<file path="config.mk">
export PLATFORM = sky130hd
export DESIGN_NAME = telemetry_decimal_display_refresher_unit
export DESIGN_NICKNAME = d
export VERILOG_FILES = /design/src/hdl/tddr_pkg.sv /design/src/hdl/tddr_div10.sv /design/src/hdl/tddr_seq.sv /design/src/hdl/telemetry_decimal_display_refresher_unit.sv
export VERILOG_INCLUDE_DIRS = /design/src /design/src/hdl
export SDC_FILE = /design/constraint.sdc
export NUM_CORES = 2
export LEC_CHECK = 0
export BUFFER_PORTS_ARGS = -buffer_cell sky130_fd_sc_hd__buf_2
export CORE_AREA = 2 2 247 249
export CTS_BUF_LIST = sky130_fd_sc_hd__clkbuf_8
export CTS_CLUSTER_SIZE = 30
export DETAILED_ROUTE_END_ITERATION = 8
export DIE_AREA = 0 0 249 251
export PLACE_DENSITY = 0.77
export SKIP_CTS_REPAIR_TIMING = 1
export SLEW_MARGIN = 40
export SYNTH_ARGS = -nofsm -noshare
export SYNTH_HDL_FRONTEND = slang
export SYNTH_SLANG_ARGS = --single-unit
</file>
<file path="constraint.sdc">
create_clock -name i_clk -period 9.17 [get_ports i_clk]
set_input_delay 1.834 -clock i_clk [delete_from_list [all_inputs] [get_ports i_clk]]
set_output_delay 1.834 -clock i_clk [all_outputs]
set_load 0.03 [all_outputs]
</file>
<file path="src/hdl/telemetry_decimal_display_refresher_unit_defines.svh">
// Assertion macros for the display refresher top level.
// Relies on i_clk and i_rst_n being present in the including module.
`ifndef TELEMETRY_DECIMAL_DISPLAY_REFRESHER_UNIT_DEFINES_SVH
`define TELEMETRY_DECIMAL_DISPLAY_REFRESHER_UNIT_DEFINES_SVH

// same-cycle implication
`define TDDR_ASSERT_IMP(lbl, ante, cons, msg) \
    lbl: assert property (@(posedge i_clk) disable iff (!i_rst_n) (ante) |-> (cons)) \
        else $error(msg);

// next-cycle implication
`define TDDR_ASSERT_NXT(lbl, ante, cons, msg) \
    lbl: assert property (@(posedge i_clk) disable iff (!i_rst_n) (ante) |=> (cons)) \
        else $error(msg);

`endif

</file>
<file path="src/hdl/tddr_pkg.sv">
// Shared types, constants and control store for the display refresher.
// No dependencies.
package tddr_pkg;

    localparam int TDDR_MAX_ITEMS          = 8;
    localparam int TDDR_NUM_DISPLAYS       = 8;
    localparam int TDDR_DIGITS_PER_DISPLAY = 8;

    // sequencer steps
    localparam logic [2:0] S_WAIT  = 3'd0;
    localparam logic [2:0] S_SCAN  = 3'd1;
    localparam logic [2:0] S_CHECK = 3'd2;
    localparam logic [2:0] S_LOAD  = 3'd3;
    localparam logic [2:0] S_MUL   = 3'd4;
    localparam logic [2:0] S_DIGIT = 3'd5;
    localparam logic [2:0] S_NEXT  = 3'd6;
    localparam logic [2:0] S_FLUSH = 3'd7;

    // branch conditions
    localparam logic [2:0] C_ALWAYS = 3'd0;
    localparam logic [2:0] C_START  = 3'd1;
    localparam logic [2:0] C_AT_END = 3'd2;
    localparam logic [2:0] C_CAND   = 3'd3;
    localparam logic [2:0] C_EMITS  = 3'd4;
    localparam logic [2:0] C_MORE   = 3'd5;

    typedef struct packed {
        logic       accept;
        logic       load;
        logic       mul;
        logic       digit;
        logic       next_idx;
        logic       flush;
        logic [2:0] cond;
        logic [2:0] tgt_t;
        logic [2:0] tgt_f;
    } t_uword;

    typedef struct packed {
        logic start;
        logic at_end;
        logic cand;
        logic emits;
        logic more;
        logic hold;
    } t_cond;

    function automatic t_uword tddr_rom(input logic [2:0] step);
        t_uword w;
        w = '0;
        case (step)
            S_WAIT: begin
                w.accept = 1'b1;
                w.cond   = C_START;
                w.tgt_t  = S_SCAN;
                w.tgt_f  = S_WAIT;
            end
            S_SCAN: begin
                w.cond  = C_AT_END;
                w.tgt_t = S_FLUSH;
                w.tgt_f = S_CHECK;
            end
            S_CHECK: begin
                w.cond  = C_CAND;
                w.tgt_t = S_LOAD;
                w.tgt_f = S_NEXT;
            end
            S_LOAD: begin
                w.load  = 1'b1;
                w.cond  = C_EMITS;
                w.tgt_t = S_MUL;
                w.tgt_f = S_NEXT;
            end
            S_MUL: begin
                w.mul   = 1'b1;
                w.cond  = C_ALWAYS;
                w.tgt_t = S_DIGIT;
                w.tgt_f = S_DIGIT;
            end
            S_DIGIT: begin
                w.digit = 1'b1;
                w.cond  = C_MORE;
                w.tgt_t = S_MUL;
                w.tgt_f = S_NEXT;
            end
            S_NEXT: begin
                w.next_idx = 1'b1;
                w.cond     = C_ALWAYS;
                w.tgt_t    = S_SCAN;
                w.tgt_f    = S_SCAN;
            end
            S_FLUSH: begin
                w.flush = 1'b1;
                w.cond  = C_ALWAYS;
                w.tgt_t = S_WAIT;
                w.tgt_f = S_WAIT;
            end
            default: begin
                w.cond  = C_ALWAYS;
                w.tgt_t = S_WAIT;
                w.tgt_f = S_WAIT;
            end
        endcase
        return w;
    endfunction

endpackage

</file>
<file path="src/hdl/tddr_div10.sv">
// Divide-by-ten unit: reciprocal multiply registered, remainder by shift-subtract.
// Depends on nothing; quotient valid the cycle after i_load.
module tddr_div10 (
    input  logic        i_clk,
    input  logic        i_load,
    input  logic [31:0] i_q,
    output logic [31:0] o_quot,
    output logic [3:0]  o_rem
);

    localparam logic [31:0] RECIP = 32'hCCCC_CCCD;

    logic [63:0] r_prod;
    logic [63:0] n_prod;
    logic [31:0] w_diff;

    assign n_prod = i_q * RECIP;

    always_ff @(posedge i_clk) begin
        if (i_load) begin
            r_prod <= n_prod;
        end
    end

    // floor(q * 0xCCCCCCCD / 2^35) is exact for all 32-bit q
    assign o_quot = {3'b000, r_prod[63:35]};
    assign w_diff = i_q - {o_quot[28:0], 3'b000} - {o_quot[30:0], 1'b0};
    assign o_rem  = w_diff[3:0];

endmodule

</file>
<file path="src/hdl/tddr_seq.sv">
// Microcode sequencer: step counter, control store lookup and branch select.
// Depends on tddr_pkg.
module tddr_seq
    import tddr_pkg::*;
(
    input  logic   i_clk,
    input  logic   i_rst_n,
    input  t_cond  i_cond,
    output t_uword o_uw
);

    logic [2:0] r_step;
    logic [2:0] n_step;
    logic       w_take;

    assign o_uw = tddr_rom(r_step);

    always_comb begin
        case (o_uw.cond)
            C_ALWAYS: w_take = 1'b1;
            C_START:  w_take = i_cond.start;
            C_AT_END: w_take = i_cond.at_end;
            C_CAND:   w_take = i_cond.cand;
            C_EMITS:  w_take = i_cond.emits;
            C_MORE:   w_take = i_cond.more;
            default:  w_take = 1'b1;
        endcase
    end

    always_comb begin
        if (i_cond.hold) begin
            n_step = r_step;
        end else if (w_take) begin
            n_step = o_uw.tgt_t;
        end else begin
            n_step = o_uw.tgt_f;
        end
    end

    always_ff @(posedge i_clk) begin
        if (!i_rst_n) begin
            r_step <= S_WAIT;
        end else begin
            r_step <= n_step;
        end
    end

endmodule

</file>
<file path="src/hdl/telemetry_decimal_display_refresher_unit.sv">
// Display refresher top level: item table, digit datapath, output staging.
// Depends on tddr_pkg, tddr_seq, tddr_div10 and the assertion macro header.
//
// Usage:
//   Input channel (i_in_valid / o_in_stall) carries set and refresh requests.
//   A set stores one table slot. A refresh on a dirty
//   table walks the slots in order and produces one output item per digit
//   write on the output channel (o_out_valid / i_out_stall), least
//   significant digit first; last_write flags the final write of the refresh.
//   Requests are taken only while the sequencer sits in its wait step, so
//   o_in_stall is high for the whole refresh.
//   Steps: each digit passes through a reciprocal multiply step, then a
//   digit and quotient update step; a loaded slot also passes the scan,
//   check, load and next steps, a skipped slot scan, check and next, and the
//   refresh closes with a scan and a flush step. One digit is held back in a
//   staging register so the last write can be marked; the first output item
//   appears once the second digit is produced or the walk ends.
//   Receiver stall: output register holds; the sequencer waits in its digit
//   or flush step until the staged item can move.
//   Reset: all slots invalid, no changed marks, table dirty, output idle.
`include "telemetry_decimal_display_refresher_unit_defines.svh"
module telemetry_decimal_display_refresher_unit
    import tddr_pkg::*;
#(
    parameter int MAX_ITEMS          = TDDR_MAX_ITEMS,
    parameter int NUM_DISPLAYS       = TDDR_NUM_DISPLAYS,
    parameter int DIGITS_PER_DISPLAY = TDDR_DIGITS_PER_DISPLAY
) (
    input  logic        i_clk,
    input  logic        i_rst_n,
    input  logic        i_in_valid,
    output logic        o_in_stall,
    input  logic        i_req_type,
    input  logic [2:0]  i_item_index,
    input  logic [2:0]  i_display_index,
    input  logic [2:0]  i_start_position,
    input  logic [3:0]  i_digit_count,
    input  logic [3:0]  i_point_position,
    input  logic [31:0] i_number_value,
    output logic        o_out_valid,
    input  logic        i_out_stall,
    output logic [2:0]  o_target_display,
    output logic [2:0]  o_digit_position,
    output logic [3:0]  o_digit_code,
    output logic        o_blank_digit,
    output logic        o_point_lit,
    output logic        o_last_write
);

    localparam int IW = (MAX_ITEMS > 1) ? $clog2(MAX_ITEMS) : 1;
    localparam int CW = $clog2(MAX_ITEMS + 1);

    t_uword uw;
    t_cond  w_cond;

    // item table
    logic          r_valid   [MAX_ITEMS];
    logic          r_changed [MAX_ITEMS];
    logic [2:0]    r_disp    [MAX_ITEMS];
    logic [2:0]    r_start   [MAX_ITEMS];
    logic [3:0]    r_count   [MAX_ITEMS];
    logic [3:0]    r_point   [MAX_ITEMS];
    logic [31:0]   r_value   [MAX_ITEMS];
    logic          r_dirty;

    logic [CW-1:0] r_idx;
    logic [IW-1:0] w_slot;
    logic [IW-1:0] w_set_slot;
    logic [31:0]   r_q;
    logic [3:0]    r_k;

    // staged and output items
    logic          r_pend_valid;
    logic [2:0]    r_pend_disp;
    logic [2:0]    r_pend_pos;
    logic [3:0]    r_pend_code;
    logic          r_pend_blank;
    logic          r_pend_point;
    logic          r_out_valid;
    logic          n_out_valid;
    logic [2:0]    r_out_disp;
    logic [2:0]    r_out_pos;
    logic [3:0]    r_out_code;
    logic          r_out_blank;
    logic          r_out_point;
    logic          r_out_last;

    logic          w_in_acc;
    logic          w_set;
    logic          w_blocked;
    logic          w_push;
    logic          w_flush;
    logic          w_move;
    logic [31:0]   w_quot;
    logic [3:0]    w_rem;
    logic [4:0]    w_pos;
    logic          w_blank;

    tddr_seq u_seq (
        .i_clk   (i_clk),
        .i_rst_n (i_rst_n),
        .i_cond  (w_cond),
        .o_uw    (uw)
    );

    tddr_div10 u_div10 (
        .i_clk  (i_clk),
        .i_load (uw.mul),
        .i_q    (r_q),
        .o_quot (w_quot),
        .o_rem  (w_rem)
    );

    assign o_in_stall = !uw.accept;
    assign w_in_acc   = i_in_valid && uw.accept;
    assign w_set      = w_in_acc && !i_req_type && ({1'b0, i_item_index} < 4'(MAX_ITEMS));
    assign w_set_slot = i_item_index[IW-1:0];
    assign w_slot     = r_idx[IW-1:0];

    assign w_pos   = {2'b00, r_start[w_slot]} + {1'b0, r_k};
    assign w_blank = (r_k != 4'd0) && (r_q == 32'd0);

    assign w_blocked = r_pend_valid && r_out_valid && i_out_stall;
    assign w_push    = uw.digit && !w_blocked;
    assign w_flush   = uw.flush && !w_blocked;
    assign w_move    = (w_push || w_flush) && r_pend_valid;

    always_comb begin
        w_cond.start  = w_in_acc && i_req_type && r_dirty;
        w_cond.at_end = (r_idx == CW'(MAX_ITEMS));
        w_cond.cand   = r_valid[w_slot] && r_changed[w_slot];
        w_cond.emits  = (r_count[w_slot] != 4'd0)
                     && ({1'b0, r_disp[w_slot]} < 4'(NUM_DISPLAYS))
                     && ({1'b0, r_start[w_slot]} < 4'(DIGITS_PER_DISPLAY));
        w_cond.more   = (({1'b0, r_k} + 5'd1) < {1'b0, r_count[w_slot]})
                     && ((w_pos + 5'd1) < 5'(DIGITS_PER_DISPLAY));
        w_cond.hold   = (uw.digit || uw.flush) && w_blocked;
    end

    assign n_out_valid = w_move || (r_out_valid && i_out_stall);

    // control state
    always_ff @(posedge i_clk) begin
        if (!i_rst_n) begin
            r_dirty      <= 1'b1;
            r_idx        <= '0;
            r_pend_valid <= 1'b0;
            r_out_valid  <= 1'b0;
            for (int i = 0; i < MAX_ITEMS; i++) begin
                r_valid[i]   <= 1'b0;
                r_changed[i] <= 1'b0;
            end
        end else begin
            r_out_valid <= n_out_valid;
            if (w_set) begin
                r_valid[w_set_slot]   <= 1'b1;
                r_changed[w_set_slot] <= 1'b1;
                r_dirty               <= 1'b1;
            end
            if (w_cond.start) begin
                r_dirty <= 1'b0;
                r_idx   <= '0;
            end
            if (uw.load) begin
                r_changed[w_slot] <= 1'b0;
            end
            if (uw.next_idx) begin
                r_idx <= r_idx + CW'(1);
            end
            if (w_push) begin
                r_pend_valid <= 1'b1;
            end else if (w_flush) begin
                r_pend_valid <= 1'b0;
            end
        end
    end

    // payload
    always_ff @(posedge i_clk) begin
        if (w_set) begin
            r_disp[w_set_slot]  <= i_display_index;
            r_start[w_set_slot] <= i_start_position;
            r_count[w_set_slot] <= i_digit_count;
            r_point[w_set_slot] <= i_point_position;
            r_value[w_set_slot] <= i_number_value;
        end
        if (uw.load) begin
            r_q <= r_value[w_slot];
            r_k <= 4'd0;
        end
        if (w_push) begin
            r_pend_disp  <= r_disp[w_slot];
            r_pend_pos   <= w_pos[2:0];
            r_pend_code  <= w_blank ? 4'd0 : w_rem;
            r_pend_blank <= w_blank;
            r_pend_point <= !w_blank && (r_k == r_point[w_slot]);
            r_q          <= w_quot;
            r_k          <= r_k + 4'd1;
        end
        if (w_move) begin
            r_out_disp  <= r_pend_disp;
            r_out_pos   <= r_pend_pos;
            r_out_code  <= r_pend_code;
            r_out_blank <= r_pend_blank;
            r_out_point <= r_pend_point;
            r_out_last  <= w_flush;
        end
    end

    assign o_out_valid      = r_out_valid;
    assign o_target_display = r_out_disp;
    assign o_digit_position = r_out_pos;
    assign o_digit_code     = r_out_code;
    assign o_blank_digit    = r_out_blank;
    assign o_point_lit      = r_out_point;
    assign o_last_write     = r_out_last;

    `TDDR_ASSERT_IMP(a_blank_clean, o_out_valid && o_blank_digit, !o_point_lit && (o_digit_code == 4'd0), "blank item carries digit or point")
    `TDDR_ASSERT_IMP(a_wait_no_pend, uw.accept, !r_pend_valid, "staged item left over while taking requests")
    `TDDR_ASSERT_NXT(a_push_stages, w_push, r_pend_valid, "digit produced but not staged")

endmodule

</file>
## After elaboration in Yosys (flattened, before gate mapping)

Memories as Yosys holds them, arrays and structs flattened. A register that Yosys moved wholly into a read port is not among the register bits.
Cells that the tools add are included.

| word-level totals | value |
|---|---|
| bits in latches | 0 |
| ROM bits | 0 |
| logic and storage cells | 131 |
| flip-flop bits (word level) | 132 |
| input bits | 54 |
| memories | 7 |
| memory bits (writable) | 384 |

| cells by class | value |
|---|---|
| bitwise logic cells | 0 |
| multipliers | 1 |
| order comparisons | 2 |
| reduce and logical (&&, ||, !) cells | 33 |
| div/mod/pow operators | 0 |
| add/subtract/negate cells | 7 |
| shift-type cells | 0 |
| muxes and demuxes | 48 |
| equal/unequal tests | 14 |

Memory list:

| memory | depth | bits a word | rd ports | clocked after memory_dff | write ports | RTL line | source |
|---|---|---|---|---|---|---|---|
| r_value | 8 | 32 | 1 | 1 | 1 | telemetry_decimal_display_refresher_unit.sv:63 | `logic [31:0] r_value [MAX_ITEMS];` |
| r_count | 8 | 4 | 1 | 1 | 1 | telemetry_decimal_display_refresher_unit.sv:61 | `logic [3:0] r_count [MAX_ITEMS];` |
| r_point | 8 | 4 | 1 | 1 | 1 | telemetry_decimal_display_refresher_unit.sv:62 | `logic [3:0] r_point [MAX_ITEMS];` |
| r_disp | 8 | 3 | 1 | 1 | 1 | telemetry_decimal_display_refresher_unit.sv:59 | `logic [2:0] r_disp [MAX_ITEMS];` |
| r_start | 8 | 3 | 1 | 1 | 1 | telemetry_decimal_display_refresher_unit.sv:60 | `logic [2:0] r_start [MAX_ITEMS];` |
| r_changed | 8 | 1 | 1 | 1 | 8 | telemetry_decimal_display_refresher_unit.sv:58 | `logic r_changed [MAX_ITEMS];` |
| 1 more memories | - | - | - | - | - | - |  |

Operators with widths:

| cell | count |
|---|---|
| $pmux W9 S8 | 1 |
| $mul A32 B32 Y64 const B | 1 |
| $mux W29 | 2 |
| $mux W3 | 16 |
| $logic_not A32 Y1 | 1 |
| $mux W1 | 24 |
| $eq A3 B3 Y1 const B | 6 |
| $mux W4 | 4 |
| $logic_and A1 B1 Y1 | 15 |
| $eq A3 B2 Y1 const B | 4 |
| $add A4 B1 Y4 const B | 2 |
| $reduce_bool A2 Y1 | 4 |
| $reduce_bool A4 Y1 | 2 |
| $sub A4 B4 Y4 | 2 |
| $eq A3 B1 Y1 const B | 2 |
| $add A3 B4 Y5 | 1 |
| $add A4 B1 Y5 const B | 1 |
| $add A5 B1 Y5 const B | 1 |
| $lt A5 B4 Y1 | 1 |
| $lt A5 B4 Y1 const B | 1 |
| $pmux W1 S5 | 1 |
| $eq A4 B4 Y1 | 1 |
| $eq A4 B4 Y1 const B | 1 |
| $logic_not A1 Y1 | 4 |
| 3 further kinds | 7 |

## Depth between registers and ports, before layout

| logic depth | value |
|---|---|
| depth after elaboration | 10 |
| depth in mapped cells | 26 |
| mapped depth without buffers | 26 |

## Cells and area by module

From an unflattened synthesis, not the netlist that was laid out.

| second synthesis, totals | value |
|---|---|
| cells, all modules | 2628 |
| area, all modules | 35446.5 µm² |

By module, submodules not included:

| module | seq. area each (µm²) | area each (µm²) | instances | cells an instance |
|---|---|---|---|---|
| tddr_div10 | 870.8 | 17614.4 | 1 | 1712 |
| telemetry_decimal_display_refresher_unit | 13402.9 | 17503.0 | 1 | 869 |
| tddr_seq | 60.1 | 329.1 | 1 | 47 |

## Worst setup path before layout

OpenSTA, ideal clock, no wires.

| path | value |
|---|---|
| path type | flip-flop to flip-flop |
| start point | register r_q[18] |
| end point | register u_div10.r_prod[63], data pin |
| data arrival time | 6.763 ns |
| slack | 2.147 ns |
| cell stages (with the launch flop) | 26 |
| setup time | 0.260 ns |
| path through | edfxtp_1 inv_1 ha_1 inv_1 fa_1 inv_1 fa_1 inv_1 fa_1 inv_1 fa_1 fa_1 fa_1 inv_1 fa_1 inv_1 ha_1 a2111oi_0 o21ai_0 a311oi_1 o32ai_1 nor3_1 nor2_1 a41oi_2 o21ai_0 xnor2_1 |

| on the way | value |
|---|---|
| cells in the longest elaborated chain, start to end | 1 |

RTL lines:

| what | RTL line | source |
|---|---|---|
| start: declaration | telemetry_decimal_display_refresher_unit.sv:69 | `logic [31:0] r_q;` |
| start signal: assignment | telemetry_decimal_display_refresher_unit.sv:188 | `r_q <= r_value[w_slot];` |
| start signal: assignment | telemetry_decimal_display_refresher_unit.sv:197 | `r_q <= w_quot;` |
| $mul A32 B32 Y64 | tddr_div10.sv:17 | `assign n_prod = i_q * RECIP;` |
| net u_div10.n_prod[63] | tddr_div10.sv:14 | `logic [63:0] n_prod;` |
| end signal: assignment | tddr_div10.sv:21 | `r_prod <= n_prod;` |
| end: declaration | tddr_div10.sv:13 | `logic [63:0] r_prod;` |

The timed path passes the listed nets, and every way through them passes these cells.
A chain may end at the register's enable or synchronous reset.

## Final worst setup path

| path | value |
|---|---|
| start point | register r_q[21] |
| end point | register u_div10.r_prod[60], data pin |

Same word-level chain as after synthesis.

==> flow_summary.ini <==
[synthesis]
synth_async_sr_flop_share_pct = 0
mappedNetlistNets = 3505
post_synthesis_instance_area_um2 = 35660
synthCells = 2686
synth.avg_cell_area_um2 = 13.28
ys_warn_count = 0
synth.distinct_cells = 65
seq_area_frac_synth_pct = 40.11
synth_seq_cells = 487
synth_flop_cell = sky130_fd_sc_hd__edfxtp_1
number_of_enable_type_register_cells_in_the_synthesized_netlist = 455

[clock_tree]
tritoncts_num_sinks = 487
ctsLongestPathBuffers = 3
insertion_delay_ns = 0.68
tritoncts_clock_tree = built
clock_buffers_created_by_tritoncts = 77
ctsHtreeMaxLevel = 3
clk_pin_slew_worst_paths_ns = 0.08
root_buffer = sky130_fd_sc_hd__clkbuf_8

[placed_design]
globalplace.congestion = 1.025
portBuffers = 68
dp.final_hpwl_um = 71760
inst_count_dp = 3487
placed_cell_area_um2 = 36940

[timing]
finalSetupViolations = 0
worst_margin_pin_slew_ns = 0.8447
totalNegativeSetupSlack_ns = 0
final.hold.worst_slack_ns = 0.4170
rsz_0062_raised_after_global_routing = no
post_route_minimum_period_ns = 8.183
fmax_ghz = 0.1222
maxSlewHeadroom_pct = 43.68
drv_slew = 0
period_share_pct = 89.23
post_route_clock_skew_ns = 0.04639
final_report_hold_violation_count = 0

[layout]
finish.cell_count_without_fillers = 3629
filler_cell_count = 4424
areaGrowthSynthToFinish_pct = 7.877
finalNetCount = 3603
area_of_all_placed_cells_without_fillers_um2 = 38470
layout-drive-gt1-share_pct = 10.83

[global_routing]
grt_overflow_total = 0
grt_pass1_vias = 22901
grt_use_total_pct = 30.97
grt_first_pass_wirelength_um = 142200
grt_antenna_before_repair = 8
grt_max_degree = 63

[worst_setup_path]
critPathLaunchType = flip-flop
type_of_the_worst_setup_path = reg2reg
arrival_ns = 8.57
reg2reg_to = u_div10.r_prod[60]
reg2reg_slack_ns = 0.99
critical_path.reg2reg.startpoint = r_q[21]
setup.worst_path.start = r_q[21]
worst_r2r_path_depth = 23
worst_setup_path_endpoint = u_div10.r_prod[60]
crit_path_max_fanout = 6
crit_required_ns = 9.55
critical-path-max-stage-delay_ns = 0.60
slowest_stage = sky130_fd_sc_hd__edfxtp_1
timing.critical_path.to_type = flip-flop
crit_path_cell_trace = inv_1 > ha_1 > inv_1 > fa_1 > inv_1 > fa_1 > inv_1 > fa_1 > inv_1 > fa_1 > fa_1 > fa_1 > fa_1 > ha_1 > nand4_1 > nor2_1 > o211ai_1 > a211oi_1 > a21oi_1 > o31ai_1 > a31oi_1 > o21ai_0 > xor2_1
cpMostUsedCell = sky130_fd_sc_hd__fa_1

[run]
max_cap_viol_count = 0

[route]
drt_wl_total_um = 91980
dr.pass1.iters = 5
dr.first_iter.drc_count = 1783
post_drt_wl_per_cell_um = 25.35
drcViolationCount = 0
num_vias = 21264
viasPerCell = 5.859
ant_nets = 0

[floorplan]
io_pins = 69
die_width_um = 249
die_height_um = 251
core_area_um2 = 59790
die_area_um2 = 62500
floorplan.initialDensity_pct = 59.64
rows = 90

[min_path]
hold_path_class = reg2reg
hold_start = r_pend_code[3]

[run_status]
outcome = complete, no violations
worst min-delay path by stage:
stage                               end  slack [ns]  cells past startpoint
floorplan                 o_blank_digit        0.40                      0
global placement        o_digit_code[0]        0.41                      0
detailed placement  o_target_display[2]        0.41                      0
CTS                     o_digit_code[3]        0.42                      0
global route            o_digit_code[3]        0.42                      0
finish                  o_digit_code[3]        0.42                      0
critical path: cells and delay by family (launching register included):
family                   cells  cell delay [ns]
buffers and inverters        5             0.47
AND/OR/NAND/NOR              2             0.41
AO/OA/AOI/OAI                6             1.76
XOR/XNOR                     1             0.12
flip-flops                   1             0.60
adder cells (fa/ha/maj)      9             4.51
kinds of logic (layout without fill, tap and decap cells):
group           after synthesis  after routing  share of synthesized area, %
xor+xnor                     89             89                         2.186
buf+inv                     640            798                         6.789
fa+ha+maj                   765            765                         35.01
flops                       487            487                         40.11
other cells                   0              3                             0
compound gates              294            294                         5.172
simple gates                274            274                         3.614
mux                         137            137                         7.122
state kept, by name, summed over array words and instances (netlist names), 4 cells and up, named ones only:
register / flops
r_count: 32
r_disp: 24
r_q: 32
u_div10.r_prod: 29
r_pend_code: 4
r_point: 32
r_idx: 4
r_start: 24
r_valid: 8
o_digit_code: 4
r_changed: 8
r_k: 4
r_value: 256
cells in the final DEF (no fill, tap or decap), types with 12 or more instances in the layout:
master / synthesis / layout
sky130_fd_sc_hd__xnor2_1: 42 / 42
sky130_fd_sc_hd__ha_1: 377 / 377
sky130_fd_sc_hd__dfxtp_1: 32 / 29
sky130_fd_sc_hd__edfxtp_1: 455 / 455
sky130_fd_sc_hd__mux4_2: 89 / 89
sky130_fd_sc_hd__buf_2: 9 / 68
sky130_fd_sc_hd__nand2_1: 119 / 119
sky130_fd_sc_hd__buf_4: 0 / 13
sky130_fd_sc_hd__and2_1: 15 / 15
sky130_fd_sc_hd__nor2_1: 40 / 34
sky130_fd_sc_hd__nand4_1: 23 / 23
sky130_fd_sc_hd__a21oi_1: 75 / 73
sky130_fd_sc_hd__mux2i_1: 40 / 40
sky130_fd_sc_hd__a21o_1: 46 / 46
sky130_fd_sc_hd__o21ai_0: 80 / 80
sky130_fd_sc_hd__clkinv_1: 1 / 12
sky130_fd_sc_hd__inv_1: 574 / 593
sky130_fd_sc_hd__nand3_1: 26 / 26
sky130_fd_sc_hd__xor2_1: 47 / 47
sky130_fd_sc_hd__a31oi_1: 13 / 13
sky130_fd_sc_hd__fa_1: 388 / 388
sky130_fd_sc_hd__o21a_1: 21 / 21
sky130_fd_sc_hd__clkbuf_8: 0 / 78
sky130_fd_sc_hd__clkinv_2: 0 / 15
layer usage:
layer,global-route usage (%),vias up,routed length [µm],share of wire (%)
li1,-,9350,-,-
met1,43.40,10846,37970,41
met2,49.62,900,43930,48
met3,5.788,158,7198,7.8
met4,9.957,10,2805,3.0
met5,0,-,72,0.078
synth_stat cells (15+ instances only):
cell                       number  area (µm²)
sky130_fd_sc_hd__inv_1        574        2155
sky130_fd_sc_hd__edfxtp_1     455       13660
sky130_fd_sc_hd__fa_1         388        7767
sky130_fd_sc_hd__ha_1         377        4717
sky130_fd_sc_hd__nand2_1      119       446.7
sky130_fd_sc_hd__mux4_2        89        2004
sky130_fd_sc_hd__o21ai_0       80       400.4
sky130_fd_sc_hd__a21oi_1       75       375.4
sky130_fd_sc_hd__clkbuf_1      50       187.7
sky130_fd_sc_hd__xor2_1        47       411.6
sky130_fd_sc_hd__a21o_1        46       345.3
sky130_fd_sc_hd__xnor2_1       42       367.9
sky130_fd_sc_hd__mux2i_1       40       400.4
sky130_fd_sc_hd__nor2_1        40       150.1
sky130_fd_sc_hd__dfxtp_1       32       640.6
sky130_fd_sc_hd__nand3_1       26       130.1
sky130_fd_sc_hd__nand4_1       23       143.9
sky130_fd_sc_hd__o21a_1        21       157.7
sky130_fd_sc_hd__and2_1        15       93.84
stage by stage:
step / util, % / setup WS (ns)
global placement: 61.72 / 1.191
CTS: 64.33 / 1.103
detailed placement: 61.78 / 1.152
floorplan: - / 2.147
global route: 64.34 / 0.5967
finish: 64.34 / 0.9872
layout make-up:
class / count / area (µm²) / area share [%]
Antenna cell: 3 / 7.507 / 0.01951
Clock buffer: 78 / 1074 / 2.791
Clock inverter: 61 / 447.9 / 1.164
Inverter: 575 / 2158 / 5.610
Multi-Input combinational cell: 1559 / 19010 / 49.42
Sequential cell: 487 / 14310 / 37.20
Tap cell: 782 / 978.4 / 2.543
Timing Repair Buffer: 84 / 480.5 / 1.249
Power is not shown: default switching activity piles up to over one toggle a cycle in this logic, so the estimate is an artifact.
